**src/rtl/core/lob_ram.sv**
```systemverilog
// generic single-port-write, single-port-read ram with registered read
`timescale 1ns / 1ps
`default_nettype none
module lob_ram #(
  parameter int WIDTH = 8,
  parameter int DEPTH = 16
) (
  input  wire logic                     clk,
  input  wire logic                     we,
  input  wire logic [$clog2(DEPTH)-1:0] waddr,
  input  wire logic [WIDTH-1:0]         wdata,
  input  wire logic [$clog2(DEPTH)-1:0] raddr,
  output logic      [WIDTH-1:0]         rdata
);
  logic [WIDTH-1:0] mem [DEPTH];

  // write port and registered read
  always_ff @(posedge clk) begin
    if (we) begin
      mem[waddr] <= wdata;
    end
    rdata <= mem[raddr];
  end
endmodule
`default_nettype wire

```
**config.mk**
```make
export PLATFORM = sky130hd
export DESIGN_NAME = lob_ram
export DESIGN_NICKNAME = d
export VERILOG_FILES = /design/src/rtl/core/lob_ram.sv
export SDC_FILE = /design/constraint.sdc
export NUM_CORES = 1
export LEC_CHECK = 0
export BUFFER_PORTS_ARGS = -buffer_cell sky130_fd_sc_hd__buf_2
export CAP_MARGIN = 20
export CORE_AREA = 2 2 104 96
export CTS_BUF_LIST = sky130_fd_sc_hd__clkbuf_8
export DETAILED_ROUTE_END_ITERATION = 8
export DIE_AREA = 0 0 106 98
export PLACE_DENSITY = 0.76
export SLEW_MARGIN = 20
export SYNTH_ARGS = -nofsm -noshare
export SYNTH_HDL_FRONTEND = slang
export SYNTH_SLANG_ARGS = --single-unit
```
**constraint.sdc**
```tcl
create_clock -name clk -period 1.81 [get_ports clk]
set_clock_uncertainty 0.15 [all_clocks]
set_input_delay 0.0905 -clock clk [delete_from_list [all_inputs] [get_ports clk]]
set_output_delay 0.0905 -clock clk [all_outputs]
set_load 0.01 [all_outputs]
```
; Word level (Yosys, flattened, before mapping)
; Memories as Yosys holds them, arrays and structs flattened. A register that Yosys moved wholly into a read port is not among the register bits.
; Cells that the tools add are included.
[totals]
ff_bits = 0
ram_bits = 128
inputBits = 18
output_inout_bits = 8
elab_cells = 3
memories = 1
[op_classes]
n_mux = 2
[mem_list]
columns = name, words, word_bits, rd, rd_ports_with_merged_regs, wr, line_no
row1 = mem, 16, 8, 1, 1, 1, 15  ; logic [WIDTH-1:0] mem [DEPTH];
[op_table]
columns = operator, count
row1 = 1-bit 2-to-1 mux, 2

; Depth between registers and ports, before layout
; Gate-level depths: netlist of the first run.
[depth]
ltp_word = 2
ltp_mapped = 5

; Worst setup path after synthesis of the first run
; OpenSTA, ideal clock, no wires.
[synth_path]
path_kind = input-to-reg
from = in waddr[2]
to = mem mem[0][0] (enable)
setup_time_ps = 383
arrival_time_ps = 1200
required_time_ps = 1277
slack_ps = 77
stages = 2
path_buffers = 0
path_cell_list = or3b_2 nor3_1
[synth_lines]
columns = element, line_no
row1 = start: declaration, 10  ; input wire logic [$clog2(DEPTH)-1:0] waddr,
row2 = end: declaration, 15
; Straight into the memory's write port.

==> results of run 1 <==
-- worst paths after layout --
path / slack (ps) / end / startpoint
worst max register to register: 270 / rdata[1]$_DFF_P_ / mem[1][1]$_DFFE_PP_
worst min-delay path: 40 / rdata[1]$_DFF_P_ / raddr[2]
worst min register to register: 530 / rdata[2]$_DFF_P_ / mem[8][2]$_DFFE_PP_
worst max-delay path: 270 / rdata[1]$_DFF_P_ / mem[1][1]$_DFFE_PP_
-- sequential cells by signal, summed over array words and instances, names as in the netlist --
name   cells
mem      128
rdata      8
-- layout make-up --
cell class	instances	area, sq um
flip-flops and latches	136	4000
multi-input cells	83	1060
clock inverters	15	163
fillers	638	3390
well taps	126	158
repair buffers	54	400
clock buffers	17	234
-- synth_stat cells --
cell type | count | share of area, %
nand3_1 | 1 | 0.097
dfxtp_1 | 8 | 3.1
nand3b_1 | 2 | 0.29
nor2_1 | 13 | 0.95
nor3_1 | 4 | 0.39
nor2b_1 | 1 | 0.12
nand2b_1 | 2 | 0.24
and2b_1 | 1 | 0.15
nand2_1 | 9 | 0.66
mux4_2 | 18 | 7.9
or3b_2 | 1 | 0.17
clkdlybuf4s25_2 | 3 | 0.58
buf_2 | 3 | 0.29
buf_6 | 3 | 0.66
and2_1 | 1 | 0.12
a22oi_1 | 16 | 2.3
buf_4 | 1 | 0.15
edfxtp_1 | 128 | 75
mux4_1 | 14 | 7.1
-- through the flow --
stage                     std cells  setup slack, ps  total power, mW  hold slack (ps)  area (sq um)
after global placement          391              153             3.93              329          5540
final                           431              269             6.32             42.0          6020
after floorplan                 229             76.6             3.79             39.4          5150
after CTS                       431              266             6.38             15.2          6020
after detailed placement        391              137             3.95              340          5540
after global routing            431              160             6.54             67.4          6020
-- placed cells by master, fill, tap and decap left out, types with 2 or more instances in the layout --
cell | synthesis | final
buf_12 | 0 | 3
edfxtp_1 | 128 | 128
dfxtp_1 | 8 | 8
nor3_1 | 4 | 4
nor2_1 | 13 | 13
nand2_1 | 9 | 9
inv_1 | 0 | 2
buf_2 | 3 | 25
clkinv_4 | 0 | 4
clkinv_2 | 0 | 3
a22oi_1 | 16 | 16
bufinv_16 | 0 | 3
buf_4 | 1 | 18
mux4_2 | 18 | 18
clkinv_1 | 0 | 2
dlygate4sd3_1 | 0 | 8
nand3b_1 | 2 | 2
mux4_1 | 14 | 14
clkbuf_8 | 0 | 17
nand2b_1 | 2 | 2
-- cell families after synthesis --
kind of cell,after synthesis
multiplexers,32
AO/OA/AOI/OAI,16
AND/OR/NAND/NOR,35
flip-flops,136
buffers and inverters,10
-- metal layers --
metal  up-vias  wire length [microns]  share of wire [%]
met5         -                      0                  0
met4         0                     31               0.33
met3         7                    553                5.9
met2        86                   4640                 50
met1      1294                   4090                 44
li1       1095                      -                  -
-- worst max-delay path, stage by stage (launching register included) --
cell and delay, ps:
edfxtp_1 360, mux4_1 500, a22oi_1 330, nand2_1 100
-- repair_timing --
item                                   in CTS  in global routing
setup endpoints to repair                   0                  0
endpoints found under the hold margin     128                  0
hold buffers                                8                  0
resized for setup                           0                  0
-- power by group --
group | switching, mW | leakage [nW] | internal (mW) | total [mW]
Sequential | 0.0211 | 1.22 | 3.52 | 3.54
Combinational | 0.191 | 0.629 | 0.159 | 0.350
Clock | 1.09 | 0.207 | 1.34 | 2.43
Total | 1.30 | 2.06 | 5.02 | 6.32
==> impl_results.md, run 1 <==
- Vias: 2482
- Die Area: 0.0104 sq mm
- Worst reg2reg path depth: 3
- Final TNS setup: 0 ps
- Seq/Total Area, Yosys: 77.8%
- CTS clock-pin slew for the worst setup and hold paths: 80 ps
- P&R area growth vs syn: 16.9%
- Synth unique cells: 19
- Worst-path fanout max: 1
- Largest net degree at the start of global routing: 33
- Fin util: 64.0%
- Post-synthesis xor/xnor area fraction: 0%
- GP Congestion: ~0.76
- Num CTS Buffers: 17
- Core ar.: ~0.0094 sq mm
- YS warnings: 0
- Worst slew pin tran: around 430 ps
- Synthesized-area fraction occupied by and/or/nand/nor cells: 3.18%
- Hold Path Depth: 4
- Initial core utilization: 54.8%
- Class of the worst hold path: primary input to flip-flop
- Avg Cell Area, Syn: 22.5 sq um
- First-pass GRT wire length: 14.7 mm
- GRT Residual Overflow: 0
- Dpl hpwl: 5.82 mm
- Max-cap violation count: 0
- Nets: 310
- DR iter-0 viols: 171
- Root buffer cell: clkbuf_8
- Fin. max-slew vios: 0
- Post-synthesis mux area share: about 15%
- Grt met2 use: 31.0%
- Die Wd: 106 microns
- Unrepaired setup endpoints after global routing: no
- H-Tree Depth: 4
- Pre-antenna DRT Iters: 4
- Largest family of logic cells by synthesized area: multiplexers
- Remaining DRCs: 0
- Synthesized net count: 247
- Synth Area in Adders: 0%
- Startpoint types: flip-flop
- Sink Count: ~140
- Vias per inst: 5.76
- CP required: 1970 ps
- Number of I/O port buffers: 25
- Worst-Skew Late Latency: approximately 420 ps
- Most used routing layer: met2
- Initial antenna violation count: 0
- Register bit count reported by yosys: 136
- Die height: 98 microns
- Max_slew headroom: 71.3%
- Power per Cell Area: 1050 mW/mm^2
- Antenna cells: 0
- Met1 Track Usage GR: roughly 28%
- DR WL/cell: 21.6 microns
- Met3 Use GR: 5.94%
- Crit path kind: flip-flop to flip-flop
- Number of global-route vias before repair: 2549
- I/O pin count: 26
- Endpoints failing hold: 0
- CTS tree: built
- Clock tree buffer depth: 2
- All-Layer GR Usage: 19.8%
- Fin crit share: 85.2%
- P_leak: 2.06 nW
- Post-Syn Area: between 0.005 and 0.006 sq mm
- Compound-Gate Fraction of Synth Area: ~2.3%
- Cells after synthesis: 229
- Crit path DAT: approximately 1700 ps
- Setup bufs post-CTS: 0
- Worst vdd ir: 0.000664 V
- CP Capture Type: flip-flop
- Final wirelength: 9.32 mm
- Standard-cell rows: 34
- Status: completed
- Final setup fails: 0
- Share of layout cells above drive strength 1: a little under a third
- Tmin final: 1540 ps
- Fmax: between 600 and 700 MHz
- Final ANT Viol Nets: 0
Note: power is estimated with default switching activity, not from simulation.
==> inputs of run 2 (changes only) <==
--- a/config.mk
+++ b/config.mk
@@ -11,7 +11,7 @@
 export CTS_BUF_LIST = sky130_fd_sc_hd__clkbuf_8
 export DETAILED_ROUTE_END_ITERATION = 8
 export DIE_AREA = 0 0 106 98
-export PLACE_DENSITY = 0.76
+export PLACE_DENSITY_LB_ADDON = 0.15
 export SLEW_MARGIN = 20
 export SYNTH_ARGS = -nofsm -noshare
 export SYNTH_HDL_FRONTEND = slang
==> impl_results.md, run 2 (same netlist as run 1, synthesis figures left out) <==
- Status: completed
- Standard-cell rows: 34 (unchanged)
- P&R area growth vs syn: 17.8%
- Number of I/O port buffers: 25 (unchanged)
- Worst Setup SP: mem[1][1]$_DFFE_PP_
- Dpl cells: 391 (unchanged)
- Dpl hpwl: 5.84 mm (+0.27%)
- Fmax: 635 MHz (-2.1%)
- All-Layer GR Usage: 20.4% (+0.54 points)
- Final TNS setup: 0 ps (unchanged)
- Tmin final: 1570 ps (+33.0 ps)
- WHS: 95.9 ps (+53.9 ps)
- Vias per inst: 5.60 (-2.8%)
- Die Wd: 106 microns (unchanged)
- Max reg flops: 128 (unchanged)
- Class of the worst hold path: primary input to flip-flop
- Total Power: 6.57 mW (+4.0%)
- Worst vdd ir: 0.000941 V (+42%)
- Fin crit share: 87.0% (+1.8 points)
- Crit path DAT: 1720 ps (+20 ps)
- Endpoints failing hold: 0 (unchanged)
- Largest regs: mem x128, rdata x8
- Launch point of the worst reg-to-reg path: mem[1][1]$_DFFE_PP_
- Crit path cell chain: mux4_1, a22oi_1, nand2_1
- Worst-path fanout max: 1 (unchanged)
- Setup bufs post-CTS: 0 (unchanged)
- Root buffer cell: clkbuf_8
- Worst path max stage delay: 540 ps (+40 ps)
- Initial antenna violation count: 0 (unchanged)
- Most common cell after layout, fill and taps aside: edfxtp_1
- Vias: 2412 (-2.8%)
- DR WL/cell: 21.9 microns (+1.1%)
- Post-DP Area: 0.00554 sq mm (unchanged)
- H-Tree Depth: 4 (unchanged)
- Max-cap violation count: 0 (unchanged)
- Share of layout cells above drive strength 1: 30.8% (+0.33 points)
- Die Area: 0.0104 sq mm (unchanged)
- Largest net degree at the start of global routing: 33 (unchanged)
- Die height: 98 microns (unchanged)
- Crit path capture: rdata[1]$_DFF_P_
- CTS clock-pin slew for the worst setup and hold paths: 80 ps (about the same)
- Crit path kind: flip-flop to flip-flop
- DR iter-0 viols: 153 (-11%)
- Antenna cells: 0 (unchanged)
- Most flops, register: mem
- Cts repair resizes: 0 (unchanged)
- Finished Layout Cells: 431 (unchanged)
- Power per Cell Area: 1080 mW/mm^2 (+3.1%)
- Startpoint types: flip-flop
- Number of global-route vias before repair: 2484 (-2.6%)
- Reg2reg end: rdata[1]$_DFF_P_
- Most frequent cells in the layout: 128 x edfxtp_1, 25 x buf_2, 18 x mux4_2, 18 x buf_4, 17 x clkbuf_8
- Num CTS Buffers: 17 (unchanged)
- Fin. max-slew vios: 0 (unchanged)
- Unrepaired setup endpoints after global routing: no
- Slowest-stage cell, CP: mux4_1
- CP required: 1960 ps (about the same)
- Final Cell Area: 0.00606 sq mm (+0.79%)
- Sink Count: 136 (unchanged)
- Max_slew headroom: 73.2% (+1.9 points)
- Final setup fails: 0 (unchanged)
- Final ANT Viol Nets: 0 (unchanged)
- Initial core utilization: 54.8% (unchanged)
- Final wirelength: 9.43 mm (+1.1%)
- Fillers: 642 (+0.63%)
- I/O pin count: 26 (unchanged)
- CTS tree: built
- GP Congestion: 0.734 (-3.5%)
- P_leak: 2.08 nW (+1.1%)
- CP Capture Type: flip-flop
- Remaining DRCs: 0 (unchanged)
- Worst slew pin tran: 402 ps (-28.9 ps)
- Nets: 310 (unchanged)
- Core ar.: 0.00940 sq mm (unchanged)
- GRT Residual Overflow: 0 (unchanged)
- Clock tree buffer depth: 2 (unchanged)
- Worst-Skew Late Latency: 410 ps (about the same)
- First-pass GRT wire length: 14.6 mm (-0.28%)
- R2r setup slk: 240 ps (-30 ps)
- Worst reg2reg path depth: 3 (unchanged)
- Pre-antenna DRT Iters: 6 (+2)
[run 2: per-stage QoR]
step | setup slack [ps] | util, %
2_1_floorplan | 76.6 | -
3_3_place_gp | 167 | 58.9
3_5_place_dp | 88.4 | 58.9
6_report | 236 | 64.5
4_1_cts | 216 | 64.5
5_1_grt | 118 | 64.5
[run 2: critical path, delay by kind of cell, from the launching register on]
| kind | cells | cell delay [ps] |
|---|---|---|
| flops | 1 | 360 |
| mux | 1 | 540 |
| simple gates | 1 | 110 |
| compound gates | 1 | 300 |
[run 2: worst min-delay path by stage]
stage,start,to,slack (ps),cells after the start
global placement,wdata[3],mem[12][3]$_DFFE_PP_,330,1
global route,waddr[1],mem[4][4]$_DFFE_PP_,100,3
detailed placement,rdata[7]$_DFF_P_,rdata[7],340,1
finish,raddr[2],rdata[1]$_DFF_P_,100,4
CTS,raddr[2],rdata[1]$_DFF_P_,70,4
floorplan,wdata[0],mem[0][0]$_DFFE_PP_,40,0
[run 2: report_power, final]
part | leakage (nW) | internal, mW | total [mW] | switching [mW]
Combinational | 0.629 | 0.159 | 0.350 | 0.191
Clock | 0.229 | 1.62 | 2.69 | 1.06
Sequential | 1.22 | 3.52 | 3.54 | 0.0197
Total | 2.08 | 5.30 | 6.57 | 1.27
[run 2: timing repair]
action | in CTS | in global routing
hold buffers | 8 | 0
endpoints found under the setup margin | 0 | 0
endpoints found under the hold margin | 128 | 0
[run 2: final cells by class]
type	count	area (sq um)	area share (%)
tap	126	158	2.60
sequential	136	4000	66.0
clock inverter	15	210	3.47
multi-input combinational	83	1060	17.4
clock buffer	17	234	3.86
timing repair buffer	54	400	6.60
[run 2: layer usage]
metal | track usage [%] | share of wire (%) | wire length [microns]
met5 | 0 | 0 | 0
met4 | 6.78 | 0.87 | 82
met3 | 5.21 | 4.4 | 414
met2 | 31.9 | 50 | 4680
met1 | 28.6 | 45 | 4250
==> inputs of run 3 (changes only) <==
--- a/config.mk
+++ b/config.mk
@@ -8,11 +8,11 @@
 export BUFFER_PORTS_ARGS = -buffer_cell sky130_fd_sc_hd__buf_2
 export CAP_MARGIN = 20
 export CORE_AREA = 2 2 104 96
-export CTS_BUF_LIST = sky130_fd_sc_hd__clkbuf_8
+export CTS_BUF_LIST = sky130_fd_sc_hd__clkbuf_4
 export DETAILED_ROUTE_END_ITERATION = 8
 export DIE_AREA = 0 0 106 98
+export GPL_TIMING_DRIVEN = 0
 export PLACE_DENSITY_LB_ADDON = 0.15
-export SLEW_MARGIN = 20
 export SYNTH_ARGS = -nofsm -noshare
 export SYNTH_HDL_FRONTEND = slang
 export SYNTH_SLANG_ARGS = --single-unit
==> impl_results.md, run 3 (same netlist as run 1, synthesis figures left out) <==
- Initial core utilization: 54.8% (unchanged)
- Number of I/O port buffers: 24 (-4.0%)
- CP Capture Type: flip-flop
- WL met1: 4.16 mm (-2.0%)
- Num CTS Buffers: 17 (unchanged)
- Dpl hpwl: 6.33 mm (+8.3%)
- Final wirelength: 9.96 mm (+5.6%)
- All-Layer GR Usage: 21.6% (+1.2 points)
- Remaining DRCs: 0 (unchanged)
- Pre-antenna DRT Iters: 4 (-2)
- Fmax: 575 MHz (-9.5%)
- DR WL/cell: 22.9 microns (+4.9%)
- Max_slew headroom: 42.5% (-31 points)
- Die height: 98 microns (unchanged)
- H-Tree Depth: 4 (unchanged)
- Clock tree buffer depth: 2 (unchanged)
- Share of layout cells above drive strength 1: 27.9% (-2.9 points)
- Die Wd: 106 microns (unchanged)
- Unrepaired setup endpoints after global routing: no
- WHS: 62.6 ps (-33.3 ps)
- Max-cap violation count: 0 (unchanged)
- Die Area: 0.0104 sq mm (unchanged)
- Vias: 2444 (+1.3%)
- Antenna cells: 0 (unchanged)
- Class of the worst hold path: primary input to flip-flop
- Vias per inst: 5.63 (+0.63%)
- Worst slew pin tran: 859 ps (+458 ps)
- Met2 Routed Length: 4.85 mm (+3.6%)
- Status: completed
- Final ANT Viol Nets: 0 (unchanged)
- Tmin final: 1740 ps (+166 ps)
- Most flops, register: mem
- CP required: 1800 ps (-160 ps)
- GRT Residual Overflow: 0 (unchanged)
- Number of global-route vias before repair: 2561 (+3.1%)
- CTS clock-pin slew for the worst setup and hold paths: 110 ps (+30 ps)
- Core ar.: 0.00940 sq mm (unchanged)
- DR top layer: met4
- Final TNS setup: 0 ps (unchanged)
- DR iter-0 viols: 140 (-8.5%)
- Endpoints failing hold: 0 (unchanged)
- I/O pin count: 26 (unchanged)
- Max reg flops: 128 (unchanged)
- Routed length on met3: 841 microns (+100%)
- Fin. max-slew vios: 0 (unchanged)
- Most frequent cells in the layout: 128 x edfxtp_1, 29 x buf_2, 21 x clkbuf_4
- Root buffer cell: clkbuf_4
- CTS tree: built
- Fin crit share: 96.1% (+9.2 points)
- Crit path DAT: 1730 ps (about the same)
- Worst vdd ir: 0.000588 V (-37%)
- Power per Cell Area: 974 mW/mm^2 (-10%)
- First-pass GRT wire length: 15.3 mm (+4.3%)
- Nets: 313 (+0.97%)
- Standard-cell rows: 34 (unchanged)
- P_leak: 1.99 nW (-4.6%)
- Most common cell after layout, fill and taps aside: edfxtp_1
- Worst-Skew Late Latency: 520 ps (+110 ps)
- Final setup fails: 0 (unchanged)
- Largest regs: mem x128, rdata x8
- Crit path kind: primary input to flip-flop
- P&R area growth vs syn: 14.8%
- Largest net degree at the start of global routing: 17 (-48%)
- GP Congestion: 0.757 (+3.2%)
- Sink Count: 136 (unchanged)
- Initial antenna violation count: 0 (unchanged)
- Worst-path fanout max: 8 (+7)
- Startpoint types: primary input
run 3: cell count changes in the layout (fill, tap and decap cells not counted), moves of 4 or more:
cell and delta:
buf_2 +4, buf_4 -15, clkbuf_4 +21, clkbuf_8 -17
dlygate4sd3_1 +11
run 3: per-layer routing:
layer,track usage (%),vias to the layer above
met3,5.94,9
met4,7.69,0
met1,30.8,1256
li1,-,1105
met2,32.7,74
met5,0,-
run 3: cell type report:
cell class              count  area, sq um
plain buffers              10         86.3
clock buffers              21          158
clock inverters            11          108
fillers                   665         3490
multi-input cells          83         1060
flip-flops and latches    136         4000
well taps                 126          158
repair buffers             47          335
run 3: worst max-delay path: stages:
cell	delay (ps)
buf_2	120
dlygate4sd3_1	580
nand3b_1	240
nor2_1	700
run 3: worst paths after layout:
| kind | start | end | slack [ps] | cells past startpoint |
|---|---|---|---|---|
| setup / recovery | waddr[2] | mem[10][1]$_DFFE_PP_ | 70 | 4 |
| hold / removal | waddr[3] | mem[3][4]$_DFFE_PP_ | 60 | 3 |
| setup reg to reg | mem[10][2]$_DFFE_PP_ | rdata[2]$_DFF_P_ | 270 | 3 |
| hold reg to reg | mem[11][4]$_DFFE_PP_ | rdata[4]$_DFF_P_ | 560 | 3 |
run 3: per-stage QoR:
stage               std cells  power (mW)  area, sq um  setup slack (ps)  utilization, %
floorplan                 229        3.79         5150              76.6               -
global placement          379        3.94         5430              -545            57.7
detailed placement        383        3.95         5450              -166            58.0
CTS                       434        5.82         5910              66.9            62.8
global route              434        5.98         5910              37.0            62.9
finish                    434        5.76         5910              69.8            62.9
run 3: timing repair:
| item | 4_1_cts | 5_1_grt |
|---|---|---|
| gates resized for setup | 0 | 1 |
| setup buffers | 0 | 0 |
| endpoints found under the setup margin | 0 | 5 |
| hold endpoints to repair | 144 | 0 |
| hold buffers | 19 | 0 |
run 3: power breakdown:
group	switching, mW	internal [mW]	total [mW]
clock	0.997	0.857	1.85
sequential	0.0163	3.51	3.53
combinational	0.208	0.166	0.374
